<file path="src/rtl/dfsec_pkg.sv">
`default_nettype none
// ----------------------------------------------------------------------------
// dfsec_pkg: shared types and constants
// Node and link widths, edge kinds, and the command and status bundles that
// pass between the search controller and its datapath.
// ----------------------------------------------------------------------------
package dfsec_pkg;

   localparam int ID_SPACE = 64;
   localparam int NODE_W   = 6;
   localparam int LINK_W   = 7;
   localparam int CNT_W    = 7;
   localparam int TIME_W   = 8;
   localparam logic [LINK_W-1:0] NULL_LINK = 7'd127;

   typedef enum logic [1:0] {
      KIND_TREE    = 2'd0,
      KIND_BACK    = 2'd1,
      KIND_FORWARD = 2'd2,
      KIND_CROSS   = 2'd3
   } kind_type;

   typedef struct packed {
      logic idle;        // request channel may be taken
      logic accept;      // latch the request payload
      logic ld_read;     // write the edge, read the list tail
      logic ld_commit;   // link the edge into its list
      logic srch_init;   // clear colors, time, stack and root counter
      logic root_next;   // advance to the next root
      logic disc_issue;  // discover a node, read its first edge
      logic disc_root;   // the node discovered is the current root
      logic disc_push;   // push the discovered node
      logic top_edge;    // read the edge under the top cursor
      logic edge_fetch;  // advance cursor, read destination color and time
      logic emit;        // hand the classified edge on
      logic pop;         // finish the top node
      logic pop_load;    // reload the top from the stack memory
      logic flush_out;   // send the held result marked last
      logic finish;      // empty the edge lists
   } cmd_type;

   typedef struct packed {
      logic req_valid;
      logic ld_last;
      logic root_end;
      logic root_vis;
      logic sd_zero;
      logic sd_gt1;
      logic exhausted;
      logic is_tree;
      logic can_emit;
      logic pend_v;
      logic out_free;
   } sts_type;

endpackage
`default_nettype wire

</file>
<file path="src/rtl/dfsec_chan_if.sv">
`default_nettype none
// ----------------------------------------------------------------------------
// dfsec channel interfaces
// Valid/ready channels for edge requests, classified edges and the node
// count register.
// ----------------------------------------------------------------------------
interface dfsec_req_if;
   logic       valid;
   logic       ready;
   logic [5:0] source_node;
   logic [5:0] dest_node;
   logic       last_edge;
   modport source (output valid, source_node, dest_node, last_edge, input ready);
   modport sink (input valid, source_node, dest_node, last_edge, output ready);
endinterface

interface dfsec_rsp_if;
   logic       valid;
   logic       ready;
   logic [5:0] from_node;
   logic [5:0] to_node;
   logic [1:0] edge_kind;
   logic       last_result;
   modport source (output valid, from_node, to_node, edge_kind, last_result, input ready);
   modport sink (input valid, from_node, to_node, edge_kind, last_result, output ready);
endinterface

interface dfsec_csr_if;
   logic       valid;
   logic       ready;
   logic [6:0] node_count;
   modport source (output valid, node_count, input ready);
   modport sink (input valid, node_count, output ready);
endinterface
`default_nettype wire

</file>
<file path="src/rtl/dfsec_ram.sv">
`default_nettype none
// ----------------------------------------------------------------------------
// dfsec_ram: generic single-write, single-read memory
// One write port and one read port with registered read data.
// ----------------------------------------------------------------------------
module dfsec_ram #(
   parameter int WIDTH = 8,
   parameter int DEPTH = 64
) (
   input  wire logic                     clock,
   input  wire logic                     we,
   input  wire logic [$clog2(DEPTH)-1:0] waddr,
   input  wire logic [WIDTH-1:0]         wdata,
   input  wire logic                     re,
   input  wire logic [$clog2(DEPTH)-1:0] raddr,
   output logic      [WIDTH-1:0]         rdata_ff
);
   logic [WIDTH-1:0] mem_ff [DEPTH];

   always_ff @(posedge clock) begin
      if (we) begin
         mem_ff[waddr] <= wdata;
      end
      if (re) begin
         rdata_ff <= mem_ff[raddr];
      end
   end
endmodule
`default_nettype wire

</file>
<file path="src/rtl/dfsec_ctrl.sv">
`default_nettype none
// ----------------------------------------------------------------------------
// dfsec_ctrl: search sequencer
// Steps through edge loading, root selection, discovery, edge visits and
// pops, issuing one command bundle per cycle to the datapath.
// ----------------------------------------------------------------------------
module dfsec_ctrl (
   input  wire logic               clock,
   input  wire logic               reset,
   input  wire dfsec_pkg::sts_type sts,
   output dfsec_pkg::cmd_type      cmd
);
   typedef enum logic [3:0] {
      ST_IDLE, ST_LD1, ST_LD2, ST_SINIT, ST_ROOT, ST_DPUSH,
      ST_TOP, ST_EFETCH, ST_ECLS, ST_POPW, ST_FLUSH
   } state_type;

   state_type state_ff, state_in;

   always_comb begin
      cmd      = '0;
      state_in = state_ff;
      case (state_ff)
         ST_IDLE: begin
            cmd.idle = 1'b1;
            if (sts.req_valid) begin
               cmd.accept = 1'b1;
               state_in   = ST_LD1;
            end
         end
         ST_LD1: begin
            cmd.ld_read = 1'b1;
            state_in    = ST_LD2;
         end
         ST_LD2: begin
            cmd.ld_commit = 1'b1;
            state_in      = sts.ld_last ? ST_SINIT : ST_IDLE;
         end
         ST_SINIT: begin
            cmd.srch_init = 1'b1;
            state_in      = ST_ROOT;
         end
         ST_ROOT: begin
            if (sts.root_end) begin
               state_in = ST_FLUSH;
            end else if (sts.root_vis) begin
               cmd.root_next = 1'b1;
            end else begin
               cmd.disc_issue = 1'b1;
               cmd.disc_root  = 1'b1;
               state_in       = ST_DPUSH;
            end
         end
         ST_DPUSH: begin
            cmd.disc_push = 1'b1;
            state_in      = ST_TOP;
         end
         ST_TOP: begin
            if (sts.sd_zero) begin
               state_in = ST_ROOT;
            end else if (sts.exhausted) begin
               cmd.pop  = 1'b1;
               state_in = sts.sd_gt1 ? ST_POPW : ST_TOP;
            end else begin
               cmd.top_edge = 1'b1;
               state_in     = ST_EFETCH;
            end
         end
         ST_EFETCH: begin
            cmd.edge_fetch = 1'b1;
            state_in       = ST_ECLS;
         end
         ST_ECLS: begin
            if (sts.can_emit) begin
               cmd.emit = 1'b1;
               if (sts.is_tree) begin
                  cmd.disc_issue = 1'b1;
                  state_in       = ST_DPUSH;
               end else begin
                  state_in = ST_TOP;
               end
            end
         end
         ST_POPW: begin
            cmd.pop_load = 1'b1;
            state_in     = ST_TOP;
         end
         ST_FLUSH: begin
            if (!sts.pend_v) begin
               cmd.finish = 1'b1;
               state_in   = ST_IDLE;
            end else if (sts.out_free) begin
               cmd.flush_out = 1'b1;
               cmd.finish    = 1'b1;
               state_in      = ST_IDLE;
            end
         end
         default: begin
            state_in = ST_IDLE;
         end
      endcase
   end

   always_ff @(posedge clock) begin
      if (reset) begin
         state_ff <= ST_IDLE;
      end else begin
         state_ff <= state_in;
      end
   end
endmodule
`default_nettype wire

</file>
<file path="src/rtl/dfsec_dp.sv">
`default_nettype none
// ----------------------------------------------------------------------------
// dfsec_dp: edge store and search datapath
// Adjacency lists, colors, discovery times, the explicit stack, and the
// result holding and output registers.
// ----------------------------------------------------------------------------
module dfsec_dp #(
   parameter int MAX_NODES = 64,
   parameter int MAX_EDGES = 64
) (
   input  wire logic               clock,
   input  wire logic               reset,
   input  wire dfsec_pkg::cmd_type cmd,
   output dfsec_pkg::sts_type      sts,
   dfsec_req_if.sink               req_ch,
   dfsec_rsp_if.source             rsp_ch,
   dfsec_csr_if.sink               csr_ch
);
   localparam int EW  = $clog2(MAX_EDGES);
   localparam int IDS = dfsec_pkg::ID_SPACE;
   localparam int LIM = (MAX_NODES < IDS) ? MAX_NODES : IDS;
   localparam int SW  = dfsec_pkg::NODE_W + dfsec_pkg::LINK_W + dfsec_pkg::TIME_W;

   logic [dfsec_pkg::CNT_W-1:0]  node_count_ff, used_count;
   logic [dfsec_pkg::CNT_W-1:0]  loaded_ff, r_ff, sd_ff;
   logic [IDS-1:0]               list_v_ff, vis_ff;
   logic [dfsec_pkg::TIME_W-1:0] time_ff, time_inc;
   logic [dfsec_pkg::NODE_W-1:0] ld_s_ff, ld_d_ff, w_ff, disc_n_ff, disc_n;
   logic                         ld_last_ff, ld_ok_ff;
   logic [dfsec_pkg::NODE_W-1:0] cur_u_ff;
   logic [dfsec_pkg::LINK_W-1:0] cur_c_ff, first_c;
   logic [dfsec_pkg::TIME_W-1:0] cur_t_ff;
   logic                         pend_v_ff, out_v_ff, out_last_ff, out_free, can_emit;
   logic [dfsec_pkg::NODE_W-1:0] pend_u_ff, pend_w_ff, out_u_ff, out_w_ff;
   dfsec_pkg::kind_type          pend_k_ff, out_k_ff, kind;

   logic [dfsec_pkg::NODE_W-1:0] to_rd;
   logic [dfsec_pkg::LINK_W-1:0] link_rd, first_rd, tail_rd;
   logic                         blk_rd;
   logic [dfsec_pkg::TIME_W-1:0] dt_rd;
   logic [SW-1:0]                stk_rd;

   logic                         link_we, blk_we, stk_we, stk_re;
   logic [EW-1:0]                link_wa;
   logic [dfsec_pkg::LINK_W-1:0] link_wd;
   logic [dfsec_pkg::NODE_W-1:0] blk_wa;
   logic [dfsec_pkg::CNT_W-1:0]  stk_wa_full, stk_ra_full;

   assign used_count = (node_count_ff > dfsec_pkg::CNT_W'(LIM))
                       ? dfsec_pkg::CNT_W'(LIM) : node_count_ff;
   assign time_inc   = time_ff + 1'b1;
   assign disc_n     = cmd.disc_root ? r_ff[dfsec_pkg::NODE_W-1:0] : w_ff;
   assign first_c    = list_v_ff[disc_n_ff] ? first_rd : dfsec_pkg::NULL_LINK;
   assign out_free   = !out_v_ff || rsp_ch.ready;
   assign can_emit   = !pend_v_ff || out_free;

   always_comb begin
      if (!vis_ff[w_ff]) begin
         kind = dfsec_pkg::KIND_TREE;
      end else if (!blk_rd) begin
         kind = dfsec_pkg::KIND_BACK;
      end else if (cur_t_ff < dt_rd) begin
         kind = dfsec_pkg::KIND_FORWARD;
      end else begin
         kind = dfsec_pkg::KIND_CROSS;
      end
   end

   // Memory port steering.
   assign link_we = ld_ok_ff && (cmd.ld_read || (cmd.ld_commit && list_v_ff[ld_s_ff]));
   assign link_wa = cmd.ld_commit ? tail_rd[EW-1:0] : loaded_ff[EW-1:0];
   assign link_wd = cmd.ld_commit ? loaded_ff : dfsec_pkg::NULL_LINK;
   assign blk_we  = cmd.disc_issue || cmd.pop;
   assign blk_wa  = cmd.pop ? cur_u_ff : disc_n;
   assign stk_we  = cmd.disc_push && (sd_ff != '0) && (sd_ff < dfsec_pkg::CNT_W'(IDS));
   assign stk_re  = cmd.pop && (sd_ff > dfsec_pkg::CNT_W'(1));
   assign stk_wa_full = sd_ff - dfsec_pkg::CNT_W'(1);
   assign stk_ra_full = sd_ff - dfsec_pkg::CNT_W'(2);

   dfsec_ram #(.WIDTH(dfsec_pkg::NODE_W), .DEPTH(MAX_EDGES)) u_to_ram (
      .clock, .we(cmd.ld_read && ld_ok_ff), .waddr(loaded_ff[EW-1:0]), .wdata(ld_d_ff),
      .re(cmd.top_edge), .raddr(cur_c_ff[EW-1:0]), .rdata_ff(to_rd));

   dfsec_ram #(.WIDTH(dfsec_pkg::LINK_W), .DEPTH(MAX_EDGES)) u_link_ram (
      .clock, .we(link_we), .waddr(link_wa), .wdata(link_wd),
      .re(cmd.top_edge), .raddr(cur_c_ff[EW-1:0]), .rdata_ff(link_rd));

   dfsec_ram #(.WIDTH(dfsec_pkg::LINK_W), .DEPTH(IDS)) u_first_ram (
      .clock, .we(cmd.ld_commit && ld_ok_ff && !list_v_ff[ld_s_ff]), .waddr(ld_s_ff),
      .wdata(loaded_ff), .re(cmd.disc_issue), .raddr(disc_n), .rdata_ff(first_rd));

   dfsec_ram #(.WIDTH(dfsec_pkg::LINK_W), .DEPTH(IDS)) u_tail_ram (
      .clock, .we(cmd.ld_commit && ld_ok_ff), .waddr(ld_s_ff), .wdata(loaded_ff),
      .re(cmd.ld_read), .raddr(ld_s_ff), .rdata_ff(tail_rd));

   dfsec_ram #(.WIDTH(1), .DEPTH(IDS)) u_blk_ram (
      .clock, .we(blk_we), .waddr(blk_wa), .wdata(cmd.pop),
      .re(cmd.edge_fetch), .raddr(to_rd), .rdata_ff(blk_rd));

   dfsec_ram #(.WIDTH(dfsec_pkg::TIME_W), .DEPTH(IDS)) u_dt_ram (
      .clock, .we(cmd.disc_issue), .waddr(disc_n), .wdata(time_inc),
      .re(cmd.edge_fetch), .raddr(to_rd), .rdata_ff(dt_rd));

   dfsec_ram #(.WIDTH(SW), .DEPTH(IDS)) u_stack_ram (
      .clock, .we(stk_we), .waddr(stk_wa_full[dfsec_pkg::NODE_W-1:0]),
      .wdata({cur_u_ff, cur_c_ff, cur_t_ff}),
      .re(stk_re), .raddr(stk_ra_full[dfsec_pkg::NODE_W-1:0]), .rdata_ff(stk_rd));

   // Control state.
   always_ff @(posedge clock) begin
      if (reset) begin
         node_count_ff <= dfsec_pkg::CNT_W'(IDS);
         loaded_ff     <= '0;
         list_v_ff     <= '0;
         vis_ff        <= '0;
         sd_ff         <= '0;
         r_ff          <= '0;
         time_ff       <= '0;
         pend_v_ff     <= 1'b0;
         out_v_ff      <= 1'b0;
      end else begin
         if (csr_ch.valid) begin
            node_count_ff <= csr_ch.node_count;
         end
         if (cmd.finish) begin
            loaded_ff <= '0;
            list_v_ff <= '0;
         end else if (cmd.ld_commit && ld_ok_ff) begin
            loaded_ff          <= loaded_ff + 1'b1;
            list_v_ff[ld_s_ff] <= 1'b1;
         end
         if (cmd.srch_init) begin
            vis_ff  <= '0;
            sd_ff   <= '0;
            r_ff    <= '0;
            time_ff <= '0;
         end else begin
            if (cmd.root_next) begin
               r_ff <= r_ff + 1'b1;
            end
            if (cmd.disc_issue) begin
               vis_ff[disc_n] <= 1'b1;
               time_ff        <= time_inc;
            end else if (cmd.pop) begin
               time_ff <= time_inc;
            end
            if (cmd.disc_push && (sd_ff < dfsec_pkg::CNT_W'(IDS))) begin
               sd_ff <= sd_ff + 1'b1;
            end else if (cmd.pop) begin
               sd_ff <= sd_ff - 1'b1;
            end
         end
         if (cmd.srch_init || cmd.flush_out) begin
            pend_v_ff <= 1'b0;
         end else if (cmd.emit) begin
            pend_v_ff <= 1'b1;
         end
         if ((cmd.emit && pend_v_ff) || cmd.flush_out) begin
            out_v_ff <= 1'b1;
         end else if (rsp_ch.ready) begin
            out_v_ff <= 1'b0;
         end
      end
   end

   // Payload registers.
   always_ff @(posedge clock) begin
      if (cmd.accept) begin
         ld_s_ff    <= req_ch.source_node;
         ld_d_ff    <= req_ch.dest_node;
         ld_last_ff <= req_ch.last_edge;
         ld_ok_ff   <= ({1'b0, req_ch.source_node} < used_count)
                    && ({1'b0, req_ch.dest_node} < used_count)
                    && (loaded_ff < dfsec_pkg::CNT_W'(MAX_EDGES));
      end
      if (cmd.disc_issue) begin
         disc_n_ff <= disc_n;
      end
      if (cmd.disc_push && (sd_ff < dfsec_pkg::CNT_W'(IDS))) begin
         cur_u_ff <= disc_n_ff;
         cur_c_ff <= first_c;
         cur_t_ff <= time_ff;
      end else if (cmd.pop_load) begin
         {cur_u_ff, cur_c_ff, cur_t_ff} <= stk_rd;
      end else if (cmd.edge_fetch) begin
         cur_c_ff <= link_rd;
      end
      if (cmd.edge_fetch) begin
         w_ff <= to_rd;
      end
      if (cmd.emit) begin
         pend_u_ff <= cur_u_ff;
         pend_w_ff <= w_ff;
         pend_k_ff <= kind;
      end
      if ((cmd.emit && pend_v_ff) || cmd.flush_out) begin
         out_u_ff    <= pend_u_ff;
         out_w_ff    <= pend_w_ff;
         out_k_ff    <= pend_k_ff;
         out_last_ff <= cmd.flush_out;
      end
   end

   assign req_ch.ready = cmd.idle;
   assign csr_ch.ready = 1'b1;

   assign rsp_ch.valid       = out_v_ff;
   assign rsp_ch.from_node   = out_u_ff;
   assign rsp_ch.to_node     = out_w_ff;
   assign rsp_ch.edge_kind   = out_k_ff;
   assign rsp_ch.last_result = out_last_ff;

   assign sts.req_valid = req_ch.valid;
   assign sts.ld_last   = ld_last_ff;
   assign sts.root_end  = r_ff >= used_count;
   assign sts.root_vis  = vis_ff[r_ff[dfsec_pkg::NODE_W-1:0]];
   assign sts.sd_zero   = sd_ff == '0;
   assign sts.sd_gt1    = sd_ff > dfsec_pkg::CNT_W'(1);
   assign sts.exhausted = (cur_c_ff >= loaded_ff)
                       || (cur_c_ff >= dfsec_pkg::LINK_W'(MAX_EDGES));
   assign sts.is_tree   = kind == dfsec_pkg::KIND_TREE;
   assign sts.can_emit  = can_emit;
   assign sts.pend_v    = pend_v_ff;
   assign sts.out_free  = out_free;

   // The stack never holds more nodes than the id space.
   a_stack_bound: assert property (@(posedge clock) disable iff (reset)
      sd_ff <= dfsec_pkg::CNT_W'(IDS))
      else $error("stack depth beyond id space");

   // The edge store never holds more than its capacity.
   a_load_bound: assert property (@(posedge clock) disable iff (reset)
      loaded_ff <= dfsec_pkg::CNT_W'(MAX_EDGES))
      else $error("edge count beyond capacity");

   // A classified edge is handed on only when the holding register can move.
   a_emit_room: assert property (@(posedge clock) disable iff (reset)
      cmd.emit |-> can_emit)
      else $error("edge emitted over a held result");

   // A pop is never issued on an empty stack.
   a_pop_nonempty: assert property (@(posedge clock) disable iff (reset)
      cmd.pop |-> sd_ff != '0)
      else $error("pop on empty stack");

   // After a search the edge lists are empty.
   a_lists_clear: assert property (@(posedge clock) disable iff (reset)
      cmd.finish |=> (loaded_ff == '0) && (list_v_ff == '0))
      else $error("edge lists not cleared after search");
endmodule
`default_nettype wire

</file>
<file path="src/rtl/dfs_edge_classifier_unit.sv">
`default_nettype none
// ----------------------------------------------------------------------------
// dfs_edge_classifier_unit: depth-first search edge classifier
// Loads directed edges into per-node adjacency lists, then runs a
// depth-first search and reports every edge as tree, back, forward or cross.
// ----------------------------------------------------------------------------
//
//   Channel   Direction  Payload                                      Accepted when
//   req_ch    in         source_node, dest_node, last_edge            valid && ready
//   rsp_ch    out        from_node, to_node, edge_kind, last_result   valid && ready
//   csr_ch    in         node_count                                   valid && ready
//
// Each edge request is accepted, then stored while the list tail is read
// from memory, then linked behind that tail.
// The request marked last starts the search. Each edge visit reads the
// cursor, then the destination color and time, then classifies the edge;
// each discovered node is pushed in a step of its own and later popped,
// and a pop that leaves a parent on the stack reloads the stack top from
// memory. An emptied stack returns to root selection, which tests one root
// candidate at a time. The memory reads are registered, hence these steps.
// Reset is synchronous; node_count returns to 64 and the edge lists empty.
// The memories need no clearing pass: per-node valid bits mark live lists
// and visited nodes.
// One classified edge is held back so that the final one can carry
// last_result; the search stalls only when that holding register and the
// output register are both full. Requests are refused while a search runs.
//
module dfs_edge_classifier_unit #(
   parameter int MAX_NODES = 64,
   parameter int MAX_EDGES = 64
) (
   input wire logic    clock,
   input wire logic    reset,
   dfsec_req_if.sink   req_ch,
   dfsec_rsp_if.source rsp_ch,
   dfsec_csr_if.sink   csr_ch
);
   // The controller sees only status; the datapath owns all storage.
   dfsec_pkg::cmd_type cmd;
   dfsec_pkg::sts_type sts;

   dfsec_ctrl u_ctrl (
      .clock,
      .reset,
      .sts,
      .cmd
   );

   dfsec_dp #(
      .MAX_NODES(MAX_NODES),
      .MAX_EDGES(MAX_EDGES)
   ) u_dp (
      .clock,
      .reset,
      .cmd,
      .sts,
      .req_ch,
      .rsp_ch,
      .csr_ch
   );
endmodule
`default_nettype wire

</file>
<file path="src/flat_wrapper.sv">
// flat-port wrapper written by rule: the top's interface ports become plain ports
module dfs_edge_classifier_unit_flat 
#(
   parameter int MAX_NODES = 64,
   parameter int MAX_EDGES = 64
)
  (clock, reset, req_ch_valid, req_ch_source_node, req_ch_dest_node, req_ch_last_edge, req_ch_ready, rsp_ch_valid, rsp_ch_from_node, rsp_ch_to_node, rsp_ch_edge_kind, rsp_ch_last_result, rsp_ch_ready, csr_ch_valid, csr_ch_node_count, csr_ch_ready);
  dfsec_req_if req_ch_i ();
  dfsec_rsp_if rsp_ch_i ();
  dfsec_csr_if csr_ch_i ();
  input wire logic clock;
  input wire logic reset;
  input wire logic [$bits(req_ch_i.valid)-1:0] req_ch_valid;
  input wire logic [$bits(req_ch_i.source_node)-1:0] req_ch_source_node;
  input wire logic [$bits(req_ch_i.dest_node)-1:0] req_ch_dest_node;
  input wire logic [$bits(req_ch_i.last_edge)-1:0] req_ch_last_edge;
  output wire logic [$bits(req_ch_i.ready)-1:0] req_ch_ready;
  output wire logic [$bits(rsp_ch_i.valid)-1:0] rsp_ch_valid;
  output wire logic [$bits(rsp_ch_i.from_node)-1:0] rsp_ch_from_node;
  output wire logic [$bits(rsp_ch_i.to_node)-1:0] rsp_ch_to_node;
  output wire logic [$bits(rsp_ch_i.edge_kind)-1:0] rsp_ch_edge_kind;
  output wire logic [$bits(rsp_ch_i.last_result)-1:0] rsp_ch_last_result;
  input wire logic [$bits(rsp_ch_i.ready)-1:0] rsp_ch_ready;
  input wire logic [$bits(csr_ch_i.valid)-1:0] csr_ch_valid;
  input wire logic [$bits(csr_ch_i.node_count)-1:0] csr_ch_node_count;
  output wire logic [$bits(csr_ch_i.ready)-1:0] csr_ch_ready;
  assign req_ch_i.valid = req_ch_valid;
  assign req_ch_i.source_node = req_ch_source_node;
  assign req_ch_i.dest_node = req_ch_dest_node;
  assign req_ch_i.last_edge = req_ch_last_edge;
  assign req_ch_ready = req_ch_i.ready;
  assign rsp_ch_valid = rsp_ch_i.valid;
  assign rsp_ch_from_node = rsp_ch_i.from_node;
  assign rsp_ch_to_node = rsp_ch_i.to_node;
  assign rsp_ch_edge_kind = rsp_ch_i.edge_kind;
  assign rsp_ch_last_result = rsp_ch_i.last_result;
  assign rsp_ch_i.ready = rsp_ch_ready;
  assign csr_ch_i.valid = csr_ch_valid;
  assign csr_ch_i.node_count = csr_ch_node_count;
  assign csr_ch_ready = csr_ch_i.ready;
  dfs_edge_classifier_unit #(.MAX_NODES(MAX_NODES), .MAX_EDGES(MAX_EDGES)) u_core (.clock(clock), .reset(reset), .req_ch(req_ch_i), .rsp_ch(rsp_ch_i), .csr_ch(csr_ch_i));
endmodule
</file>
<file path="config.mk">
export PLATFORM = sky130hd
export DESIGN_NAME = dfs_edge_classifier_unit_flat
export DESIGN_NICKNAME = d
export VERILOG_FILES = /design/src/rtl/dfsec_pkg.sv /design/src/rtl/dfsec_chan_if.sv /design/src/rtl/dfsec_ram.sv /design/src/rtl/dfsec_ctrl.sv /design/src/rtl/dfsec_dp.sv /design/src/rtl/dfs_edge_classifier_unit.sv /design/src/flat_wrapper.sv
export SDC_FILE = /design/constraint.sdc
export NUM_CORES = 2
export LEC_CHECK = 0
export ABC_AREA = 1
export BUFFER_PORTS_ARGS = -buffer_cell sky130_fd_sc_hd__buf_2
export CORE_AREA = 3 3 726 728
export CTS_CLUSTER_SIZE = 12
export DETAILED_ROUTE_END_ITERATION = 6
export DIE_AREA = 0 0 729 731
export GPL_TIMING_DRIVEN = 0
export PLACE_DENSITY = 0.49
export SLEW_MARGIN = 20
export SYNTH_ARGS = -nofsm -noshare
export SYNTH_HDL_FRONTEND = slang
export SYNTH_SLANG_ARGS = --single-unit
</file>
<file path="constraint.sdc">
create_clock -name clock -period 7.05 [get_ports clock]
set_input_delay 0.705 -clock clock [delete_from_list [all_inputs] [get_ports clock]]
set_output_delay 0.705 -clock clock [all_outputs]
set_load 0.005 [all_outputs]
</file>
==> impl_metrics.env <==
export IMPL_outcome="completed"
export IMPL_wire_per_inst_microns=30.4
export IMPL_critPathMostFrequentCell="clkbuf_1"
export IMPL_cts_root_buf="clkbuf_16"
export IMPL_start_util_pct=30.0
export IMPL_rows=265
export IMPL_end_kind="flop"
export IMPL_cts_htree_levels=5
export IMPL_synth_ff_latch_count=3886
export IMPL_hpwl_mm=445
export IMPL_switching_share_pct=21.5
export IMPL_path_max_fanout=15
export IMPL_finalSetupTns_ns=0
export IMPL_rsz0062_at_grt="false"
export IMPL_path_clk_slew_ns=0.06
export IMPL_drc=0
export IMPL_period_share_pct=97.1
export IMPL_place_congestion=0.991
export IMPL_postSynthCellCount=12731
export IMPL_grt_max_degree=71
export IMPL_worst_setup_path_type="flop to flop"
export IMPL_async_flop_share_pct=0
export IMPL_maxSlewHeadroom_pct=8.08
export IMPL_grt_pass1_vias=103085
export IMPL_slowest_stage="inv_1"
export IMPL_p_int_mw=37.6
export IMPL_cpPeakStageDelay_ns=1.16
export IMPL_worstHoldPathCells=3
export IMPL_p_comb_share_pct=2.5
export IMPL_fp_dieH_microns=731
export IMPL_r2r_end="u_core.u_dp.u_stack_ram.rdata_ff[4]"
export IMPL_irDropWorstVdd_uv=202
export IMPL_ant_nets=0
export IMPL_pwr_share_seq_pct=52.6
export IMPL_io_buffers=40
export IMPL_skew_ns=0.0406
export IMPL_min_from="csr_ch_valid"
export IMPL_viasPerCell=5.36
export IMPL_netlist_area_sq_um=156000
export IMPL_worstSkewPairLatency_ns=0.99
export IMPL_required_ns=7.80
export IMPL_holdCritPathClass="primary input to flop"
export IMPL_drtPass1Iterations=6
export IMPL_area_delta_synth_final_pct=17.9
export IMPL_antenna_found_initial=46
export IMPL_cts_tree="done"
export IMPL_fmax_mhz=146
export IMPL_ys_types=55
export IMPL_leakagePower_nw=61.5
export IMPL_synth_edf_count=3716
export IMPL_hold_end="u_core.u_dp.node_count_ff[3]"
export IMPL_slew_viol_final=0
export IMPL_synth_seq_area_share_pct=73.7
export IMPL_grt_usage_pct=22.8
export IMPL_syn_num_nets=12796
export IMPL_via_count=111263
export IMPL_fillerInstances=50991
export IMPL_power_mw=47.9
export IMPL_maxCapViolations=0
export IMPL_grt_pass1_wl_mm=853
export IMPL_start_kind="flop"
export IMPL_clock_path_buffers=4
export IMPL_powerDensity_nw_per_um2=260
export IMPL_die_area_sq_um=533000
export IMPL_cts_sinks=3886
export IMPL_crit_chain="clkbuf_1 -> inv_1 -> clkbuf_1 -> clkbuf_1 -> ha_1 -> clkbuf_1 -> inv_1 -> clkbuf_1 -> clkbuf_1 -> nor2_1 -> o221ai_1 -> o211ai_1 -> nand2_1"
export IMPL_core_area_sq_um=521000
export IMPL_hold_viol_final=0
export IMPL_die_w_microns=729
export IMPL_io_pins=43
export IMPL_wl_mm=630
export IMPL_fin_crit_ns=6.85
export IMPL_power_frac_clock_pct=44.8
export IMPL_gr_total_overflow=0
export IMPL_avgSynthCellArea_sq_um=12.3
export IMPL_switchingPower_mw=10.3
export IMPL_drive_gt1_share_pct=8.71
export IMPL_r2r_slack_ns=0.20
export IMPL_dr_first_iter_drc_count=16097
export IMPL_arrival_ns=7.60
export IMPL_synth_flop_cell="edfxtp_1"
export IMPL_worst_slew_pin_slew_ns=1.38
export IMPL_cts_buffers=418
export IMPL_setup_violations=0
export IMPL_nets=13524
export IMPL_r2r_cells=13
export IMPL_rr_startpoint="u_core.u_dp.sd_ff[1]"
export IMPL_ys_warn_count=0
## cells in the mapped netlist, types with 9 or more instances
cell,count,area share (%)
nor2_1,2322,5.6
a21oi_1,208,0.67
inv_2,42,0.10
buf_1,26,0.063
nor3_1,45,0.14
o21ai_1,30,0.096
buf_2,73,0.23
nor2_2,9,0.036
o22ai_1,744,3.0
o32ai_1,40,0.22
clkinv_1,18,0.043
o21ai_0,1811,5.8
a221oi_1,56,0.31
a22oi_1,57,0.27
dfxtp_1,170,2.2
clkbuf_1,675,1.6
nand3_1,367,1.2
o311ai_0,25,0.14
buf_4,13,0.063
edfxtp_1,3716,72
o21bai_1,23,0.11
o211ai_1,81,0.39
nand4_1,81,0.32
nand2_1,1099,2.6
xor2_1,13,0.073
inv_1,767,1.8
ha_1,40,0.32
o221ai_1,73,0.41
a22o_1,35,0.20
## placed cells by master, fill, tap and decap left out, types with 95 or more instances in the layout
cell type	Yosys	final
o21ai_0	1811	1804
buf_16	0	95
nand2_1	1099	1088
clkinv_1	18	96
nor2_1	2322	2242
dfxtp_1	170	163
clkbuf_16	0	428
nand3_1	367	364
edfxtp_1	3716	3716
a21oi_1	208	207
buf_2	73	124
o22ai_1	744	744
inv_1	767	765
clkbuf_1	675	750
## critical path: cells and delay by family (launching register included)
family	cells	cell delay, ns
compound gates	2	0.69
fa+ha+maj	1	0.35
buf+inv	8	4.62
flops	1	0.34
simple gates	2	0.53
## per-stage QoR
stage / cell area (sq um) / hold WS, ns / setup WS, ns / instances / utilization (%)
after floorplan: 156000 / 0.400 / 1.62 / 12731 / -
after global placement: 165000 / 0.404 / -4.14 / 19713 / 31.7
after detailed placement: 171000 / 0.405 / 0.0571 / 19960 / 32.8
after CTS: 184000 / 0.0145 / 0.0309 / 20742 / 35.3
after global routing: 184000 / 0.0861 / 0.0220 / 20746 / 35.3
final: 184000 / 0.0881 / 0.202 / 20756 / 35.3
## cell type report
type                    count  area [sq um]  area share, %
flip-flops and latches   3886        115000           62.5
multi-input cells        7227         35700           19.4
clock buffers             560         11300           6.16
well taps                6942          8690           4.72
repair buffers            309          5210           2.83
plain buffers             788          3170           1.72
inverters                 829          3120           1.69
clock inverters           201          1690          0.916
diodes                     14          35.0         0.0190
## flip-flops by register name, indices dropped and copies added (netlist names), 8 cells and up
| signal | count |
|---|---|
| u_core.u_dp.u_blk_ram.mem_ff | 64 |
| u_core.u_dp.u_link_ram.mem_ff | 448 |
| u_core.u_dp.u_stack_ram.mem_ff | 1344 |
| u_core.u_dp.u_stack_ram.rdata_ff | 21 |
| u_core.u_dp.u_first_ram.mem_ff | 448 |
| u_core.u_dp.u_to_ram.mem_ff | 384 |
| u_core.u_dp.u_dt_ram.rdata_ff | 8 |
| u_core.u_dp.vis_ff | 64 |
| u_core.u_dp.cur_t_ff | 8 |
| u_core.u_dp.list_v_ff | 64 |
| u_core.u_dp.u_dt_ram.mem_ff | 512 |
| u_core.u_dp.u_tail_ram.mem_ff | 384 |
| u_core.u_dp.time_ff | 8 |
## cells by family (layout without fill, tap and decap cells)
family / count (synthesis) / in the layout / share of synthesized area (%)
xor gates and xnor gates: 15 / 15 / 0.0842
buffers and inverters: 1618 / 2687 / 4.00
DFF: 3886 / 3886 / 73.7
adders and majority gates: 40 / 40 / 0.321
and+or+nand+nor: 3947 / 3947 / 10.1
AOI/OAI and AO/OA: 3224 / 3224 / 11.8
other: 1 / 15 / 0.00240
## power groups by stage
stage	registers, mW	logic (mW)	clock network (mW)
floorplan	25.7	0.462	0
global placement	25.8	0.975	0
detailed placement	25.7	1.18	0
CTS	25.2	1.19	21.6
global route	25.2	1.27	22.6
finish	25.2	1.22	21.4
## timing repair
item,4_1_cts,5_1_grt
setup endpoints to repair,0,68
hold buffers,21,0
resized for setup,0,4
hold endpoints to repair,20,0
buffers inserted,0,1
## routing by layer
layer | track usage [%] | part of all wire (%) | vias to the layer above
met4 | 8.81 | 4.5 | 22
met2 | 34.8 | 44 | 6152
li1 | - | - | 47694
met5 | 0 | 0.020 | -
met3 | 5.10 | 10 | 1161
met1 | 31.6 | 42 | 56234
## worst max-delay path by stage
stage / startpoint / end / slack, ns / cells past startpoint
finish: u_core.u_dp.sd_ff[1] / u_core.u_dp.u_stack_ram.rdata_ff[4] / 0.20 / 13
global route: u_core.u_dp.cur_c_ff[0] / u_core.u_dp.u_blk_ram.mem_ff[44] / 0.02 / 18
CTS: u_core.u_dp.sd_ff[1] / u_core.u_dp.u_stack_ram.rdata_ff[11] / 0.03 / 14
detailed placement: u_core.u_dp.sd_ff[1] / u_core.u_dp.u_stack_ram.rdata_ff[10] / 0.06 / 14
global placement: u_core.u_dp.loaded_ff[3] / u_core.u_dp.sd_ff[3] / -4.14 / 13
floorplan: u_core.u_dp.loaded_ff[3] / u_core.u_dp.u_stack_ram.rdata_ff[0] / 1.62 / 10
(Power assumes the default switching activity.)
